--- src/sibc_pkg.sv ---
// Shared types, constants and helpers for the sample-in-ball challenge sampler.
`default_nettype none
package sibc_pkg;

  // Polynomial geometry.
  localparam int COEFFS     = 256;
  localparam int GROUPS     = COEFFS / 4;
  localparam int GROUP_W    = $clog2(GROUPS);
  localparam int SIGN_BYTES = 8;
  localparam int CMDQ_DEPTH = 4;

  // Weight register limits and reset value.
  localparam logic [6:0] WEIGHT_RESET = 7'd60;
  localparam logic [6:0] WEIGHT_MIN   = 7'd1;
  localparam logic [6:0] WEIGHT_MAX   = 7'd64;

  // Ternary coefficient codes in two's complement.
  typedef logic [1:0] coef_t;
  localparam coef_t COEF_ZERO = 2'b00;
  localparam coef_t COEF_POS  = 2'b01;
  localparam coef_t COEF_NEG  = 2'b11;

  // One placement handed from the front end to the store.
  typedef struct packed {
    logic [7:0] idx;
    logic [7:0] pos;
    logic       sign;
    logic       last;
  } place_cmd_t;

  // Command queue status seen by both sides.
  typedef struct packed {
    logic full;
    logic empty;
  } cmdq_stat_t;

  // One result group of four coefficients.
  typedef struct packed {
    logic                  last;
    coef_t                 c3;
    coef_t                 c2;
    coef_t                 c1;
    coef_t                 c0;
    logic [GROUP_W-1:0]    grp;
  } group_t;

  // First placement position for a given weight; out-of-range weights are clamped.
  function automatic logic [7:0] start_pos(input logic [6:0] w);
    logic [6:0] e;
    begin
      e = w;
      if (w < WEIGHT_MIN) begin
        e = WEIGHT_MIN;
      end else if (w > WEIGHT_MAX) begin
        e = WEIGHT_MAX;
      end
      return 8'(9'(COEFFS) - {2'b00, e});
    end
  endfunction

  // Coefficient code for a sign bit.
  function automatic coef_t sign_code(input logic s);
    return s ? COEF_NEG : COEF_POS;
  endfunction

endpackage
`default_nettype wire

--- src/sample_in_ball_challenge_core.sv ---
// Sign bytes and rejected indexes are taken one per cycle while the command queue has room;
// a placement holds the store's single write port (moved value, then new sign), overlapped
// with the next read. After the final placement the 64 groups leave in order; a four-entry
// command queue lets the input run on while the store is busy.
// Reset is synchronous and active low: weight 60, store valid bits cleared.
// A weight write restarts the sampler and empties the queue and the store the same way.
`default_nettype none
module sample_in_ball_challenge_core (
  input  wire logic        clk,
  input  wire logic        rst_n,
  // Configuration: weight (tau) in bits 6:0.
  input  wire logic        cfg_we,
  input  wire logic [6:0]  cfg_wdata,
  // Input stream; tdata: stream_byte [7:0].
  input  wire logic        in_tvalid,
  output logic             in_tready,
  input  wire logic [7:0]  in_tdata,
  // Result stream; tdata: group_index [5:0], coef_zero [7:6], coef_one [9:8],
  // coef_two [11:10], coef_three [13:12], zero pad [15:14]; tlast: last_group.
  output logic             out_tvalid,
  input  wire logic        out_tready,
  output logic [15:0]      out_tdata,
  output logic             out_tlast
);

  logic                 push;
  sibc_pkg::place_cmd_t push_cmd;
  logic                 pop;
  sibc_pkg::place_cmd_t q_head;
  sibc_pkg::cmdq_stat_t q_stat;
  sibc_pkg::group_t     grp;

  // Front end: sign word, rejection and position tracking.
  sibc_front u_front (
    .clk       (clk),
    .rst_n     (rst_n),
    .cfg_we    (cfg_we),
    .cfg_wdata (cfg_wdata),
    .in_valid  (in_tvalid),
    .in_ready  (in_tready),
    .in_byte   (in_tdata),
    .q_stat    (q_stat),
    .push      (push),
    .push_cmd  (push_cmd)
  );

  // Placement queue.
  sibc_cmdq u_cmdq (
    .clk      (clk),
    .rst_n    (rst_n),
    .flush    (cfg_we),
    .push     (push),
    .push_cmd (push_cmd),
    .pop      (pop),
    .head     (q_head),
    .stat     (q_stat)
  );

  // Store, placement sequencer and readout.
  sibc_back u_back (
    .clk       (clk),
    .rst_n     (rst_n),
    .flush     (cfg_we),
    .q_stat    (q_stat),
    .q_head    (q_head),
    .pop       (pop),
    .out_valid (out_tvalid),
    .out_ready (out_tready),
    .out_group (grp)
  );

  // Pack the result group onto the output transfer.
  assign out_tdata = {2'b00, grp.c3, grp.c2, grp.c1, grp.c0, grp.grp};
  assign out_tlast = grp.last;

endmodule
`default_nettype wire

--- src/sibc_front.sv ---
// Front end: gathers the sign word, filters candidate indexes and issues placements.
`default_nettype none
module sibc_front (
  input  wire logic                 clk,
  input  wire logic                 rst_n,
  input  wire logic                 cfg_we,
  input  wire logic [6:0]           cfg_wdata,
  input  wire logic                 in_valid,
  output logic                      in_ready,
  input  wire logic [7:0]           in_byte,
  input  wire sibc_pkg::cmdq_stat_t q_stat,
  output logic                      push,
  output sibc_pkg::place_cmd_t      push_cmd
);

  logic [6:0]  weight_r;
  logic [3:0]  cnt_r, cnt_nxt;
  logic [63:0] sign_r, sign_nxt;
  logic [7:0]  pos_r, pos_nxt;
  logic        accept;
  logic        sign_phase;
  logic        last_place;

  // A byte is taken whenever the command queue has room.
  assign in_ready   = !q_stat.full;
  assign accept     = in_valid && in_ready;
  assign sign_phase = (cnt_r != 4'(sibc_pkg::SIGN_BYTES));
  assign push       = accept && !sign_phase && (in_byte <= pos_r);
  assign last_place = (pos_r == 8'hFF);

  assign push_cmd.idx  = in_byte;
  assign push_cmd.pos  = pos_r;
  assign push_cmd.sign = sign_r[0];
  assign push_cmd.last = last_place;

  // Next sampler state for one accepted byte.
  always_comb begin
    cnt_nxt  = cnt_r;
    sign_nxt = sign_r;
    pos_nxt  = pos_r;
    if (accept && sign_phase) begin
      // Shift in from the top so the first byte ends up in the low bits.
      sign_nxt = {in_byte, sign_r[63:8]};
      cnt_nxt  = 4'(cnt_r + 4'd1);
    end else if (push) begin
      if (last_place) begin
        cnt_nxt  = '0;
        sign_nxt = '0;
        pos_nxt  = sibc_pkg::start_pos(weight_r);
      end else begin
        sign_nxt = {1'b0, sign_r[63:1]};
        pos_nxt  = 8'(pos_r + 8'd1);
      end
    end
  end

  // A weight write restarts the sampler at once.
  always_ff @(posedge clk) begin
    if (!rst_n) begin
      weight_r <= sibc_pkg::WEIGHT_RESET;
      cnt_r    <= '0;
      sign_r   <= '0;
      pos_r    <= sibc_pkg::start_pos(sibc_pkg::WEIGHT_RESET);
    end else if (cfg_we) begin
      weight_r <= cfg_wdata;
      cnt_r    <= '0;
      sign_r   <= '0;
      pos_r    <= sibc_pkg::start_pos(cfg_wdata);
    end else begin
      cnt_r    <= cnt_nxt;
      sign_r   <= sign_nxt;
      pos_r    <= pos_nxt;
    end
  end

endmodule
`default_nettype wire

--- src/sibc_cmdq.sv ---
// Short command queue between the front end and the coefficient store.
`default_nettype none
module sibc_cmdq (
  input  wire logic                 clk,
  input  wire logic                 rst_n,
  input  wire logic                 flush,
  input  wire logic                 push,
  input  wire sibc_pkg::place_cmd_t push_cmd,
  input  wire logic                 pop,
  output sibc_pkg::place_cmd_t      head,
  output sibc_pkg::cmdq_stat_t      stat
);

  localparam int PtrW = $clog2(sibc_pkg::CMDQ_DEPTH);

  sibc_pkg::place_cmd_t entry_r [sibc_pkg::CMDQ_DEPTH];
  logic [PtrW-1:0] rd_ptr_r;
  logic [PtrW-1:0] wr_ptr_r;
  logic [PtrW:0]   cnt_r;
  logic            do_push;
  logic            do_pop;

  assign stat.full  = (cnt_r == (PtrW+1)'(sibc_pkg::CMDQ_DEPTH));
  assign stat.empty = (cnt_r == '0);
  assign do_push    = push && !stat.full;
  assign do_pop     = pop && !stat.empty;
  assign head       = entry_r[rd_ptr_r];

  // Entry storage.
  always_ff @(posedge clk) begin
    if (do_push) begin
      entry_r[wr_ptr_r] <= push_cmd;
    end
  end

  // Pointers and fill count.
  always_ff @(posedge clk) begin
    if (!rst_n || flush) begin
      rd_ptr_r <= '0;
      wr_ptr_r <= '0;
      cnt_r    <= '0;
    end else begin
      if (do_push) begin
        wr_ptr_r <= PtrW'(wr_ptr_r + 1'b1);
      end
      if (do_pop) begin
        rd_ptr_r <= PtrW'(rd_ptr_r + 1'b1);
      end
      case ({do_push, do_pop})
        2'b10:   cnt_r <= (PtrW+1)'(cnt_r + 1'b1);
        2'b01:   cnt_r <= (PtrW+1)'(cnt_r - 1'b1);
        default: cnt_r <= cnt_r;
      endcase
    end
  end

endmodule
`default_nettype wire

--- src/sibc_back.sv ---
// Back end: coefficient store, placement sequencer and group readout.
`default_nettype none
module sibc_back (
  input  wire logic                 clk,
  input  wire logic                 rst_n,
  input  wire logic                 flush,
  input  wire sibc_pkg::cmdq_stat_t q_stat,
  input  wire sibc_pkg::place_cmd_t q_head,
  output logic                      pop,
  output logic                      out_valid,
  input  wire logic                 out_ready,
  output sibc_pkg::group_t          out_group
);

  localparam int GrpW = sibc_pkg::GROUP_W;

  typedef enum logic [1:0] {
    ST_IDLE,
    ST_WPOS,
    ST_WIDX,
    ST_EMIT
  } state_t;

  state_t                   state_r;
  sibc_pkg::place_cmd_t     cur_r;
  logic                     fwd_r;
  sibc_pkg::coef_t          fwdv_r;

  // Store: one row per group, written one coefficient at a time.
  sibc_pkg::coef_t [3:0]    mem_r [sibc_pkg::GROUPS];
  logic [sibc_pkg::GROUPS-1:0][3:0] vld_r;
  sibc_pkg::coef_t [3:0]    memq_r;
  logic [3:0]               vldq_r;

  // Readout.
  logic [GrpW:0]            grp_r;
  logic                     rinf_r;
  logic [GrpW-1:0]          rgrp_r;
  sibc_pkg::group_t         ofq_r [2];
  logic                     ohead_r;
  logic [1:0]               ocnt_r;

  logic                     emit_issue;
  logic                     emit_done;
  logic                     rd_en;
  logic [GrpW-1:0]          rd_row;
  logic                     wr_en;
  logic [7:0]               wr_addr;
  sibc_pkg::coef_t          wr_data;
  sibc_pkg::coef_t          rd_val;
  sibc_pkg::group_t         push_grp;
  logic                     opush;
  logic                     opop;
  logic                     owptr;
  logic [2:0]               credit;

  // Old value of the indexed coefficient, with bypass of a write still landing.
  always_comb begin
    if (fwd_r) begin
      rd_val = fwdv_r;
    end else if (vldq_r[cur_r.idx[1:0]]) begin
      rd_val = memq_r[cur_r.idx[1:0]];
    end else begin
      rd_val = sibc_pkg::COEF_ZERO;
    end
  end

  // Dequeue a placement when idle or as the previous one finishes.
  assign pop = !q_stat.empty &&
               ((state_r == ST_IDLE) || ((state_r == ST_WIDX) && !cur_r.last));

  // Readout keeps at most two groups between the read port and the output.
  assign credit     = 3'(ocnt_r) + 3'(rinf_r);
  assign emit_issue = (state_r == ST_EMIT) && !grp_r[GrpW] && (credit < 3'd2);
  assign emit_done  = (state_r == ST_EMIT) && grp_r[GrpW] && !rinf_r;

  // Read port selection.
  always_comb begin
    rd_en  = pop || emit_issue;
    rd_row = emit_issue ? grp_r[GrpW-1:0] : q_head.idx[7:2];
  end

  // Write port selection: the moved value first, then the new sign.
  always_comb begin
    wr_en   = 1'b0;
    wr_addr = cur_r.pos;
    wr_data = rd_val;
    case (state_r)
      ST_WPOS: begin
        wr_en   = 1'b1;
        wr_addr = cur_r.pos;
        wr_data = rd_val;
      end
      ST_WIDX: begin
        wr_en   = 1'b1;
        wr_addr = cur_r.idx;
        wr_data = sibc_pkg::sign_code(cur_r.sign);
      end
      default: begin
        wr_en   = 1'b0;
      end
    endcase
  end

  // Store array and registered read.
  always_ff @(posedge clk) begin
    if (wr_en) begin
      mem_r[wr_addr[7:2]][wr_addr[1:0]] <= wr_data;
    end
    if (rd_en) begin
      memq_r <= mem_r[rd_row];
      vldq_r <= vld_r[rd_row];
    end
  end

  // Group captured from the read port, unwritten entries read as zero.
  always_comb begin
    push_grp.grp  = rgrp_r;
    push_grp.c0   = vldq_r[0] ? memq_r[0] : sibc_pkg::COEF_ZERO;
    push_grp.c1   = vldq_r[1] ? memq_r[1] : sibc_pkg::COEF_ZERO;
    push_grp.c2   = vldq_r[2] ? memq_r[2] : sibc_pkg::COEF_ZERO;
    push_grp.c3   = vldq_r[3] ? memq_r[3] : sibc_pkg::COEF_ZERO;
    push_grp.last = (rgrp_r == GrpW'(sibc_pkg::GROUPS - 1));
  end

  assign opush     = rinf_r;
  assign out_valid = (ocnt_r != 2'd0);
  assign opop      = out_valid && out_ready;
  assign owptr     = ohead_r ^ ocnt_r[0];
  assign out_group = ofq_r[ohead_r];

  // Payload registers.
  always_ff @(posedge clk) begin
    if (pop) begin
      cur_r  <= q_head;
      fwdv_r <= sibc_pkg::sign_code(cur_r.sign);
    end
    if (emit_issue) begin
      rgrp_r <= grp_r[GrpW-1:0];
    end
    if (opush) begin
      ofq_r[owptr] <= push_grp;
    end
  end

  // Sequencer state, valid bits and output queue control.
  always_ff @(posedge clk) begin
    if (!rst_n || flush) begin
      state_r <= ST_IDLE;
      fwd_r   <= 1'b0;
      vld_r   <= '0;
      grp_r   <= '0;
      rinf_r  <= 1'b0;
      ohead_r <= 1'b0;
      ocnt_r  <= '0;
    end else begin
      if (wr_en) begin
        vld_r[wr_addr[7:2]][wr_addr[1:0]] <= 1'b1;
      end
      rinf_r <= emit_issue;
      unique case (state_r)
        ST_IDLE: begin
          if (pop) begin
            fwd_r   <= 1'b0;
            state_r <= ST_WPOS;
          end
        end
        ST_WPOS: begin
          state_r <= ST_WIDX;
        end
        ST_WIDX: begin
          if (cur_r.last) begin
            grp_r   <= '0;
            state_r <= ST_EMIT;
          end else if (pop) begin
            fwd_r   <= (q_head.idx == cur_r.idx);
            state_r <= ST_WPOS;
          end else begin
            state_r <= ST_IDLE;
          end
        end
        ST_EMIT: begin
          if (emit_issue) begin
            grp_r <= (GrpW+1)'(grp_r + 1'b1);
          end
          if (emit_done) begin
            vld_r   <= '0;
            state_r <= ST_IDLE;
          end
        end
        default: begin
          state_r <= ST_IDLE;
        end
      endcase
      if (opop) begin
        ohead_r <= ~ohead_r;
      end
      case ({opush, opop})
        2'b10:   ocnt_r <= 2'(ocnt_r + 2'd1);
        2'b01:   ocnt_r <= 2'(ocnt_r - 2'd1);
        default: ocnt_r <= ocnt_r;
      endcase
    end
  end

endmodule
`default_nettype wire
--- config.mk ---
export PLATFORM = sky130hd
export DESIGN_NAME = sample_in_ball_challenge_core
export DESIGN_NICKNAME = d
export VERILOG_FILES = /design/src/sibc_pkg.sv /design/src/sample_in_ball_challenge_core.sv /design/src/sibc_front.sv /design/src/sibc_cmdq.sv /design/src/sibc_back.sv
export SDC_FILE = /design/constraint.sdc
export NUM_CORES = 2
export LEC_CHECK = 0
export ABC_CLOCK_PERIOD_IN_PS = 33600
export BUFFER_PORTS_ARGS = -buffer_cell sky130_fd_sc_hd__buf_2
export CAP_MARGIN = 0
export CORE_ASPECT_RATIO = 1.75
export CORE_MARGIN = 1
export CORE_UTILIZATION = 60
export DETAILED_ROUTE_END_ITERATION = 16
export PLACE_DENSITY = 0.85
export SLEW_MARGIN = 25
export SYNTH_ARGS = -nofsm -noshare
export SYNTH_HDL_FRONTEND = slang
export SYNTH_SLANG_ARGS = --single-unit
--- constraint.sdc ---
create_clock -name clk -period 33.6 [get_ports clk]
set_clock_uncertainty 0.05 [all_clocks]
set_input_delay 1.68 -clock clk [delete_from_list [all_inputs] [get_ports clk]]
set_output_delay 1.68 -clock clk [all_outputs]
set_load 0.01 [all_outputs]
# [After elaboration in Yosys (flattened, before gate mapping)]
# Memory sizes are Yosys's and may differ from the RTL's. A register that Yosys moved wholly into a read port is not among the register bits.
# Cells that the tools add are included.
[word_totals] regBits=390 ramBits=614 input_bits=20 out_inout_bits=19 mem_count=3
[memory_table] memory="u_back.mem_r" depth=64 word_bits=8 rd=1 rd_clocked_by_memory_dff=1 write_ports=1 line="sibc_back.sv:30" rtl="sibc_pkg::coef_t [3:0] mem_r [sibc_pkg::GROUPS];"
[memory_table] memory="u_cmdq.entry_r" depth=4 word_bits=18 rd=1 rd_clocked_by_memory_dff=1 write_ports=1 line="sibc_cmdq.sv:16" rtl="sibc_pkg::place_cmd_t entry_r [sibc_pkg::CMDQ_DEPTH];"
[memory_table] memory="u_back.ofq_r" depth=2 word_bits=15 rd=1 rd_clocked_by_memory_dff=1 write_ports=1 line="sibc_back.sv:39" rtl="sibc_pkg::group_t ofq_r [2];"
[classes] n_addsub=12 magnitude_cmp=12 n_eq_ne=19 n_mux=69 bitwise_logic=4 n_reduce_logical=42
[op_table] cell="256-bit two-way mux" count=3
[op_table] cell="256-bit OR" count=1
[op_table] cell="64-bit two-way mux" count=2
[op_table] cell="7-bit two-way mux" count=11
[op_table] cell="63-bit two-way mux" count=1
[op_table] cell="8-bit two-way mux" count=6
[op_table] cell="2-bit two-way mux" count=15
[op_table] cell="4-bit binary-select mux with 6-bit select" count=1
[op_table] cell="4-bit demux with 6-bit select" count=1
[op_table] cell="4-bit two-way mux" count=5
[op_table] cell="2-bit nonzero test" count=8
[op_table] cell="1-bit by 7-bit subtractor with 8-bit output (first input constant)" count=2
[op_table] cell="1-bit logical AND" count=15
[op_table] cell="7-bit greater-than comparator (second input constant)" count=2
[op_table] cell="6-bit by 7-bit < comparator with 1-bit output (second input constant)" count=2
[op_table] cell="7-bit by 1-bit < comparator with 1-bit output (second input constant)" count=2
[op_table] cell="1-bit two-way mux" count=14
[op_table] cell="7-bit one-hot mux with 2 select lines" count=1
[op_table] cell="2-bit by 1-bit != test with 1-bit output (second input constant)" count=5
[op_table] cell="8-bit by 1-bit adder with 8-bit output (second input constant)" count=1
[op_table] cell="2-bit == test (second input constant)" count=4
[op_table] cell="8-bit == test" count=1
[op_table] cell="8-bit == test (second input constant)" count=1
[op_table] cell="8-bit less-or-equal comparator" count=1
[op_table] cell="other kinds (35)" count=53

# [Longest topological paths before layout]
[depth] depth_word=12 ltp_mapped=14 depth_no_buf=14

# [By module]
# From an unflattened synthesis, not the netlist that was laid out.
[unflattened] cells_unflattened=3332 hier_area_um2=41870.2
[by_module_without_submodules] module="sibc_back" n_inst=1 cells_each=2731 area_each_um2=34513.1 seq_area_each_um2=22811.9
[by_module_without_submodules] module="sibc_front" n_inst=1 cells_each=449 area_each_um2=4219.0 seq_area_each_um2=1661.6
[by_module_without_submodules] module="sibc_cmdq" n_inst=1 cells_each=149 area_each_um2=3119.2 seq_area_each_um2=2342.2
[by_module_without_submodules] module="sample_in_ball_challenge_core" n_inst=1 cells_each=3 area_each_um2=18.8 seq_area_each_um2=0.0

# [Least setup slack after synthesis]
# Ideal clock, no wire load.
[synth_path] path_kind="flip-flop to flip-flop" from="register u_back.state_r[0]" to="memory u_back.mem_r[0][1] (netlist name), data pin" arrival_ns=11.061 t_required_ns=31.363 setup_slack_ns=20.302 path_stages_with_launch=6 path_buffers=2 synth_period_minus_slack_ns=13.298 cell_sequence="dfxtp_1 inv_1 ha_1 clkbuf_1 clkbuf_1 o21ai_0"
[synth_via] elab_chain_len=2
[synth_rtl] item="start, declared" line="sibc_back.sv:24" rtl="state_t state_r;"
[synth_rtl] item="start signal, assigned" line="sibc_back.sv:149" rtl="state_r <= ST_IDLE;"
[synth_rtl] item="start signal, assigned" line="sibc_back.sv:165" rtl="state_r <= ST_WPOS;"
[synth_rtl] item="start signal, assigned" line="sibc_back.sv:169" rtl="state_r <= ST_WIDX;"
[synth_rtl] item="2-bit == test" line="sibc_back.sv:88" rtl="case (state_r)"
[synth_rtl] item="2-bit two-way mux" line="sibc_back.sv:88"
[synth_rtl] item="net u_back.wr_data[1]" line="sibc_back.sv:49" rtl="sibc_pkg::coef_t wr_data;"
[synth_rtl] item="end, declared" line="sibc_back.sv:30"
# The timed path passes the listed nets, and every way through them passes these cells.

# [Worst setup path in the final report]
[layout_path] from="register u_back.state_r[1]" to="register u_back.vldq_r[0], data pin"
[layout_via] elab_chain_len=6
[layout_rtl] item="2-bit == test" line="sibc_back.sv:74" rtl="assign emit_issue = (state_r == ST_EMIT) && !grp_r[GrpW] && (credit < 3'd2);"
[layout_rtl] item="1-bit logical AND (2 in a row)" line="sibc_back.sv:74"
[layout_rtl] item="6-bit two-way mux" line="sibc_back.sv:80" rtl="rd_row = emit_issue ? grp_r[GrpW-1:0] : q_head.idx[7:2];"
[layout_rtl] item="4-bit binary-select mux with 6-bit select" line="sibc_back.sv:112" rtl="vldq_r <= vld_r[rd_row];"
[layout_rtl] item="4-bit two-way mux (implied by the code)" line="sibc_back.sv:112"
[layout_rtl] item="end signal, assigned" line="sibc_back.sv:112"
[layout_rtl] item="end, declared" line="sibc_back.sv:33" rtl="logic [3:0] vldq_r;"
# No other way between the ends. The select of a mux whose other input is x is not followed.
# A chain may end at the register's enable or synchronous reset.

==> flow_metrics.py <==
metrics = {
    "run_status": {
        "status": "finished, final reports clean",
    },
    "floorplanning": {
        "floorplan.die_area_sq_um": 70300,
        "core_area_sq_um": 68500,
        "io-pin-count": 39,
        "start_util": 0.607,
        "rows": 127,
        "die_y_um": 350,
        "die_w_um": 201,
    },
    "logic_synthesis": {
        "yosys.area_share.simple": 0.157,
        "ys_warn_count": 0,
        "syn_inst": 3606,
        "netlist_top_cells_count": "nand2_1 (732), edfxtp_1 (651), dfxtp_1 (363), nor2_1 (363), nand3_1 (324)",
        "yosysTopAreaCell": "edfxtp_1",
        "synthMostInstantiatedCell": "nand2_1",
        "syn_area_sq_um": 41500,
        "synth.yosys.seq_area_share": 0.646,
        "yosys.area.top_type_share": 0.471,
        "synth_fa_ha_area_frac": 0.00771,
        "ys_async_sr_fraction": 0,
        "synth_cell_types": 77,
        "ys_ff_latch": 1014,
        "ys.flop_type": "edfxtp_1",
        "synth_xor_area_frac": 0.00506,
        "ys_top_cells_by_area": "edfxtp_1 (47%), dfxtp_1 (17%), nand2_1 (6.6%), o21a_1 (4.7%), nand3_1 (3.9%)",
        "synth-edff-count": 651,
        "syn_avg_cell_area_sq_um": 11.5,
        "synth_top_family_by_area": "simple AND/OR/NAND/NOR gates",
        "synth_compound_area_frac": 0.120,
        "muxShareOfSynthArea": 0.0324,
    },
    "power": {
        "power_density_nw_per_um2": 51.6,
        "p_total_mw": 2.31,
        "vdd_drop_max_mv": 0.0524,
        "power_leakage_nw": 15.0,
    },
    "placement": {
        "place_congestion": 0.888,
        "placedInstanceArea_sq_um": 42100,
        "dp.final_hpwl_mm": 68.2,
        "io_buffer_count": 36,
    },
    "setup_path": {
        "critPathLaunchType": "flop",
        "rr_worst_depth": 12,
        "r2r_start": "u_back.state_r[1]",
        "critPathKind": "flop to flop",
        "r2r_setup_slack_ps": 27900,
        "worstPathRequired_ps": 33920,
        "critPathArrivalTime_ps": 6020,
        "rr_endpoint": "u_back.vldq_r[0]",
        "critPathCaptureType": "flop",
        "worstPathMaxFanout": 88,
    },
    "timing": {
        "finalHoldViolations": 0,
        "max_freq_mhz": 175,
        "min_period_ps": 5700,
        "fin_crit_sh": 0.170,
        "tightest_slew_ps": 1160,
        "slew_headroom": 0.221,
        "drv_slew": 0,
        "setup_viol_count_final": 0,
        "rsz0062_at_grt": "no",
        "setup-tns-final_ps": 0,
    },
    "cts": {
        "cts_resized": 0,
        "clock-sinks": 1014,
        "htreeDepth": 3,
        "cts_buffers": 78,
        "tritoncts": "yes",
        "clk_latency_ps": 640,
        "clockBufferDepth": 3,
        "cts_root_buf": "clkbuf_16",
        "cts_setup_buffers": 0,
        "hold_buffers": 0,
        "clk_pin_slew_ps": 70,
    },
    "grt": {
        "grt_util_all_layers": 0.312,
        "antenna_found_initial": 1,
        "grt_start_max_net_pins": 257,
        "grt_pass1_vias": 29500,
        "grt_pass1_wl_mm": 167,
        "overflow": 0,
    },
    "drt": {
        "first_iter_violations": 4097,
        "detail_route.vias_per_cell": 6.66,
        "routedWlPerCell_um": 24.8,
        "drc_errors": 0,
        "dr_total_vias": 29900,
        "wirelength_mm": 111,
        "drtPass1Iterations": 10,
        "ant_nets": 0,
    },
    "cells_and_area": {
        "postLayoutCellArea_sq_um": 44800,
        "area_delta_synth_final_pct": 7.93,
        "diodes": 0,
        "nets": 3571,
        "drive_gt1_frac": 0.0861,
    },
    "min_path": {
        "holdCritPathClass": "flop to flop",
        "min-delay-start": "u_back.vld_r[6]",
        "hold_path_depth": 1,
        "worstHoldEndpoint": "u_back.vld_r[6]",
    },
    "flow_run": {
        "maxCapViolations": 0,
    },
}
-- cell type report --
type | count | area (sq um)
Clock buffer | 103 | 2140
Clock inverter | 39 | 517
Fill cell | 4622 | 23700
Inverter | 26 | 97.6
Multi-Input combinational cell | 2324 | 13600
Sequential cell | 1014 | 26800
Tap cell | 903 | 1130
Timing Repair Buffer | 82 | 582
-- per-stage QoR --
step           worst slack (ps)  std cells   util  hold WS (ps)
3_5_place_dp              28090       4347  0.615           389
4_1_cts                   28040       4489  0.654           409
3_3_place_gp              28150       4347  0.615           382
2_1_floorplan             20300       3607      -           377
5_1_grt                   27730       4491  0.655           418
6_report                  27900       4491  0.655           411
-- kinds of logic (layout without fill, tap and decap cells) --
logic type | after synthesis | after routing
AND/OR/NAND/NOR | 1542 | 1542
buffers and inverters | 269 | 250
flip-flops | 1014 | 1014
XOR/XNOR | 24 | 24
other | 1 | 2
multiplexers | 99 | 99
AO/OA/AOI/OAI | 632 | 632
adder cells (fa/ha/maj) | 25 | 25
-- critical path, cell delays in order (launching register included) --
cell,delay [ps]
dfxtp_1,420
ha_1,370
nor3b_4,330
nand2_2,350
mux2i_4,240
buf_4,730
buf_4,760
buf_4,920
mux2i_1,260
a21boi_0,100
a32oi_1,310
a32oi_1,150
mux2_2,310
-- cell usage in the layout, fill, tap and decap left out, types with 11 or more instances in the layout --
master	n
a32oi_1	50
nor2b_1	11
nand3_1	323
mux4_2	23
edfxtp_1	651
and2_1	15
clkinv_2	11
and3_1	53
xor2_1	13
a21boi_0	18
nor2_1	361
xnor2_1	11
a222oi_1	63
buf_2	36
a211oi_1	26
mux2_2	31
o2111ai_1	48
bufinv_16	12
buf_4	42
o21ai_0	23
nand2_1	727
inv_1	24
clkbuf_16	81
dfxtp_1	363
clkbuf_1	19
a31oi_1	49
a211oi_2	22
mux2i_1	38
a21oi_1	24
o21a_1	261
ha_1	24
-- layer usage --
layer | GRT usage | part of all wire
met5 | 0 | 0.00013
met4 | 0.256 | 0.088
met3 | 0.0529 | 0.090
met2 | 0.544 | 0.51
met1 | 0.333 | 0.32
-- where the power goes --
part | internal (mW) | total (mW) | switching, mW | leakage (nW)
Combinational | 0.00775 | 0.0260 | 0.0182 | 4.83
Clock | 0.544 | 0.975 | 0.430 | 1.29
Sequential | 1.31 | 1.31 | 0.00257 | 8.85
-- sequential cells by signal, summed over array words and instances (netlist names), 4 cells and up, named ones only --
register and flops:
u_front.weight_r 7, u_cmdq.entry_r 72, u_back.mem_r 512, u_back.grp_r 7
u_back.vldq_r 4, u_front.sign_r 64, u_back.rgrp_r 6, u_back.vld_r 256
u_front.cnt_r 4, u_back.cur_r 18, u_front.pos_r 8, u_back.ofq_r 30
u_back.memq_r 8
-- worst max path at each step --
stage / to / start / cells after the start
2_1_floorplan: u_back.mem_r[0][1] / u_back.state_r[0] / 5
3_3_place_gp: u_back.vld_r[243] / cfg_we / 8
3_5_place_dp: u_back.vld_r[60] / cfg_we / 8
4_1_cts: u_back.vldq_r[0] / u_back.state_r[1] / 12
5_1_grt: u_back.vldq_r[0] / u_back.state_r[1] / 12
6_report: u_back.vldq_r[0] / u_back.state_r[1] / 12
Note: power is estimated with default switching activity, not from simulation.
